--- src/design/stac_pkg.sv ---
// Shared types and constants for the signed timespec ALU.
package stac_pkg;

  typedef logic signed [63:0] sec_t;
  typedef logic signed [30:0] nsec_t;
  typedef logic signed [31:0] factor_t;
  typedef logic signed [33:0] nwide_t;

  typedef enum logic [2:0] {
    OP_ADD  = 3'd0,
    OP_SUB  = 3'd1,
    OP_NEG  = 3'd2,
    OP_MUL  = 3'd3,
    OP_TEST = 3'd4
  } op_t;

  localparam logic [29:0] NS_PER_SEC = 30'd1000000000;
  localparam nwide_t      NS_WIDE    = 34'sd1000000000;

  // 1e9 = 2^9 * NS_ODD
  localparam logic [20:0] NS_ODD     = 21'd1953125;
  localparam int          NS_SHIFT   = 9;

  // floor(2^64 / 1e9) split at bit 32
  localparam logic [31:0] RECIP_LO   = 32'h4B82FA09;
  localparam logic [2:0]  RECIP_HI   = 3'd4;

endpackage

--- src/design/stac_div.sv ---
// Four-stage divide of a 64-bit magnitude by one billion (reciprocal multiply, one fixup).
module stac_div (
  input  logic        clk,
  input  logic [3:0]  adv,
  input  logic [63:0] mag,
  output logic [34:0] quo,
  output logic [29:0] rem
);
  import stac_pkg::*;

  logic [63:0] pl_r;
  logic [63:0] ph_r;
  logic [34:0] pm_r;
  logic [34:0] pt_r;
  logic [30:0] mag_a_r;
  logic [34:0] qe_r;
  logic [30:0] mag_b_r;
  logic [34:0] qc_r;
  logic [30:0] rc_r;
  logic [34:0] quo_r;
  logic [29:0] rem_r;
  logic [98:0] acc;
  logic [21:0] lowp;

  // partial products of mag * floor(2^64/1e9)
  always_ff @(posedge clk) begin
    if (adv[0]) begin
      pl_r    <= mag[31:0] * RECIP_LO;
      ph_r    <= mag[63:32] * RECIP_LO;
      pm_r    <= mag[31:0] * RECIP_HI;
      pt_r    <= mag[63:32] * RECIP_HI;
      mag_a_r <= mag[30:0];
    end
  end

  assign acc = 99'(pl_r) + (99'(ph_r) << 32) + (99'(pm_r) << 32) + (99'(pt_r) << 64);

  // estimate is exact or one low
  always_ff @(posedge clk) begin
    if (adv[1]) begin
      qe_r    <= acc[98:64];
      mag_b_r <= mag_a_r;
    end
  end

  // remainder stays below 2e9, so the low 31 bits suffice
  assign lowp = 22'(qe_r[21:0] * NS_ODD);

  always_ff @(posedge clk) begin
    if (adv[2]) begin
      qc_r <= qe_r;
      rc_r <= mag_b_r - {lowp, {NS_SHIFT{1'b0}}};
    end
  end

  always_ff @(posedge clk) begin
    if (adv[3]) begin
      if (rc_r >= 31'(NS_PER_SEC)) begin
        quo_r <= qc_r + 35'd1;
        rem_r <= 30'(rc_r - 31'(NS_PER_SEC));
      end else begin
        quo_r <= qc_r;
        rem_r <= rc_r[29:0];
      end
    end
  end

  assign quo = quo_r;
  assign rem = rem_r;

endmodule

--- config.mk ---
export PLATFORM = sky130hd
export DESIGN_NAME = stac_div
export DESIGN_NICKNAME = d
export VERILOG_FILES = /design/src/design/stac_pkg.sv /design/src/design/stac_div.sv
export SDC_FILE = /design/constraint.sdc
export NUM_CORES = 2
export LEC_CHECK = 0
export BUFFER_PORTS_ARGS = -buffer_cell sky130_fd_sc_hd__buf_2
export CAP_MARGIN = 20
export CELL_PAD_IN_SITES_DETAIL_PLACEMENT = 1
export CELL_PAD_IN_SITES_GLOBAL_PLACEMENT = 1
export CORE_MARGIN = 1
export CORE_UTILIZATION = 53
export CTS_CLUSTER_DIAMETER = 80
export DETAILED_ROUTE_END_ITERATION = 16
export HOLD_SLACK_MARGIN = 0.12
export PLACE_DENSITY_LB_ADDON = 0.1
export SYNTH_ARGS = -nofsm -noshare
export SYNTH_HDL_FRONTEND = slang
export SYNTH_SLANG_ARGS = --single-unit
export TNS_END_PERCENT = 20
--- constraint.sdc ---
create_clock -name clk -period 9.1 [get_ports clk]
set_input_delay 1.82 -clock clk [delete_from_list [all_inputs] [get_ports clk]]
set_output_delay 1.82 -clock clk [all_outputs]
set_load 0.005 [all_outputs]
==> impl_metrics.toml <==
[status]
status = "finished, final reports clean"

[logic_synthesis]
synth_area_leader_cell = "fa_1"
synth_area_sq_um = 50500
synth_seq_area_share = 0.209
synth_edf_count = 352
syn-mean-instance-area_sq_um = 11.1
synth_seq_cells = 352
synth_area_leaders = "fa_1 30%, ha_1 25%, edfxtp_1 21%"
yosys_warnings = 0
synth_top_area_frac = 0.301
synth_top_flop_cell = "edfxtp_1"
postSynthCellCount = 4563
syn_nets = 6406
postSynth.asyncResetShare = 0
yosysUniqueCellTypes = 74

[floorplanning]
ios = 134
die_h_microns = 311
fp.dieW_microns = 311
core_area_sq_um = 93900
dieArea_sq_um = 96500
placementRows = 112
floorplan.initialDensity = 0.538

[placement]
place.gp.congestion = 0.898
placed_area_sq_um = 54100
placement.io_buffers = 133
place_inst = 6120
hpwl_microns = 117000
post-place-ws_ns = -0.210

[cells_and_area]
drive_above_1_share = 0.0821
fin_nets = 6753
finish.utilization = 0.591
n_fill_cell = 10100
num_antenna_cells = 0
design_area_sq_um = 55500
stdcell_count = 6198
syn2layout_area_growth_pct = 9.79

[timing]
worst_pin_slew_ns = 0.879
drv_slew = 0
rsz0062_at_grt = "no"
layout_setup_ws_ns = 0.440
setup_viol = 0
timing.final.crit_share = 0.952
relSlewSlack = 0.414
layout_min_cycle_time_ns = 8.66
fmax_mhz = 115
clock_skew_ns = 0.0559
final_hold_viol_count = 0

[grt]
antenna_found_initial = 2
overflow = 0
grtUsageTotal = 0.285
grt_pass1_wl_microns = 210000
grt_pass1_vias = 37400
grt_max_degree = 67

[setup_path]
arrival_ns = 8.99
slowest_delay_ns = 0.55
path_class = "in2reg"
start_kind = "primary input"
critPathMaxFanout = 4
r2r_cells = 26
cp_data_required_time_ns = 9.43
r2r_start = "qe_r[3]"
rr_endpoint = "rc_r[30]"
critPathCaptureType = "flop"
slowest_stage = "fa_1"
reg2reg_slack_ns = 1.40
crit_start = "mag[16]"
crit_top_cell = "fa_1"

[detailed_routing]
ant_nets = 0
vias = 32800
drt_iter0_markers = 1568
wl_microns = 133000
first_pass_iters = 5
drcViolationCount = 0
post_drt_wl_per_cell_microns = 21.4
vias_per_cell = 5.29

[worst_hold_path]
hold_path.startpoint = "qe_r[34]"
hold_end = "qc_r[34]"
hold_path.class = "reg2reg"
hold_depth = 0

[cts]
clock_sinks = 352
post_cts_buffers = 0
cts_tree = "built"
htreeDepth = 2
ctsLongestPathBuffers = 3
cts-root-buf = "clkbuf_16"
numCtsBuffers = 42
cts.clk_slew.worst_paths_ns = 0.06
clk-insertion-delay-late_ns = 0.58

[flow_run]
cap_violations = 0
==> critical path: cells and delay by family <==
| family | cells | cell delay (ns) |
|---|---|---|
| AND/OR/NAND/NOR | 2 | 0.55 |
| XOR/XNOR | 1 | 0.13 |
| buffers and inverters | 11 | 1.16 |
| adder cells (fa/ha/maj) | 9 | 4.17 |
| AO/OA/AOI/OAI | 8 | 1.16 |
==> cells by family after synthesis <==
group                      synth area share
AOI/OAI and AO/OA                    0.0586
DFF                                   0.209
and+or+nand+nor                      0.0387
adders and majority gates             0.552
muxes                              0.000223
xor gates and xnor gates             0.0390
buffers and inverters                 0.102
==> cell type report <==
type                       instances  area (sq um)  area share
clock buffer                      46          1070      0.0192
inverter                        1355          5090      0.0917
timing repair buffer             315          2060      0.0372
multi-input combinational       2844         34800       0.628
sequential                       352         10600       0.191
tap                             1254          1570      0.0283
clock inverter                    32           293     0.00528
==> flip-flops by register name, summed over array words and instances, names as in the netlist <==
signal and cells:
qe_r 35, rem 30, rc_r 31, pt_r 32, mag_a_r 30, mag_b_r 31, pl_r 31, qc_r 35
ph_r 60, quo 35, pm_r 2
==> Yosys cell counts, drive strengths merged (3+ instances only) <==
cell,n
a21boi,13
xor2,72
nand4,26
clkbuf,10
fa,760
nor4b,3
nand3b,3
or2,3
a21oi,142
nor3,25
o31a,3
nor2,94
a211oi,10
nor2b,24
and3,24
a31oi,9
o2111ai,5
nand2,94
o21bai,20
a21o,101
a211o,3
and4,5
a31o,3
nor4,6
o21a,18
nand2b,20
o31ai,10
a311o,3
o211ai,5
o21ai,77
a221oi,5
xnor2,153
and2,9
ha,1014
nand3,50
edfxtp,352
or3,7
inv,1355
==> through the flow <==
step / hold slack (ns) / setup TNS [ns]
3_5_place_dp: 0.406 / -0.994
4_1_cts: 0.419 / 0
3_3_place_gp: 0.401 / -0.137
5_1_grt: 0.427 / 0
2_1_floorplan: 0.400 / 0
6_report: 0.416 / 0
==> worst max path at each step <==
stage          slack (ns)  cells after the start        to
2_1_floorplan        0.75                     27  pl_r[59]
6_report             0.44                     31  pl_r[57]
3_3_place_gp        -0.05                     31  pl_r[57]
4_1_cts              0.38                     31  pl_r[59]
3_5_place_dp        -0.21                     31  pl_r[59]
5_1_grt              0.03                     30  pl_r[59]
==> cells in the final DEF, fill, tap and decap left out, types with 72 or more instances in the layout <==
master / instances
xor2_1: 72
nand2_1: 94
fa_1: 760
buf_4: 180
ha_1: 1014
buf_2: 132
a21o_1: 101
nor2_1: 93
edfxtp_1: 352
inv_1: 1355
a21oi_1: 141
xnor2_1: 153
==> timing repair <==
action / 4_1_cts / 5_1_grt
hold buffers: 0 / 0
gates resized for setup: 0 / 1
endpoints found under the hold margin: 0 / 0
setup endpoints to repair: 0 / 3
==> layer usage <==
| metal | part of all wire | up-vias | track usage |
|---|---|---|---|
| met4 | 0.027 | 2 | 0.0727 |
| li1 | - | 15200 | - |
| met3 | 0.050 | 190 | 0.0427 |
| met2 | 0.46 | 667 | 0.463 |
| met1 | 0.46 | 16700 | 0.399 |
| met5 | 0.000090 | - | 0 |
Power is not shown: default switching activity piles up to over one toggle a cycle in this logic, so the estimate is an artifact.
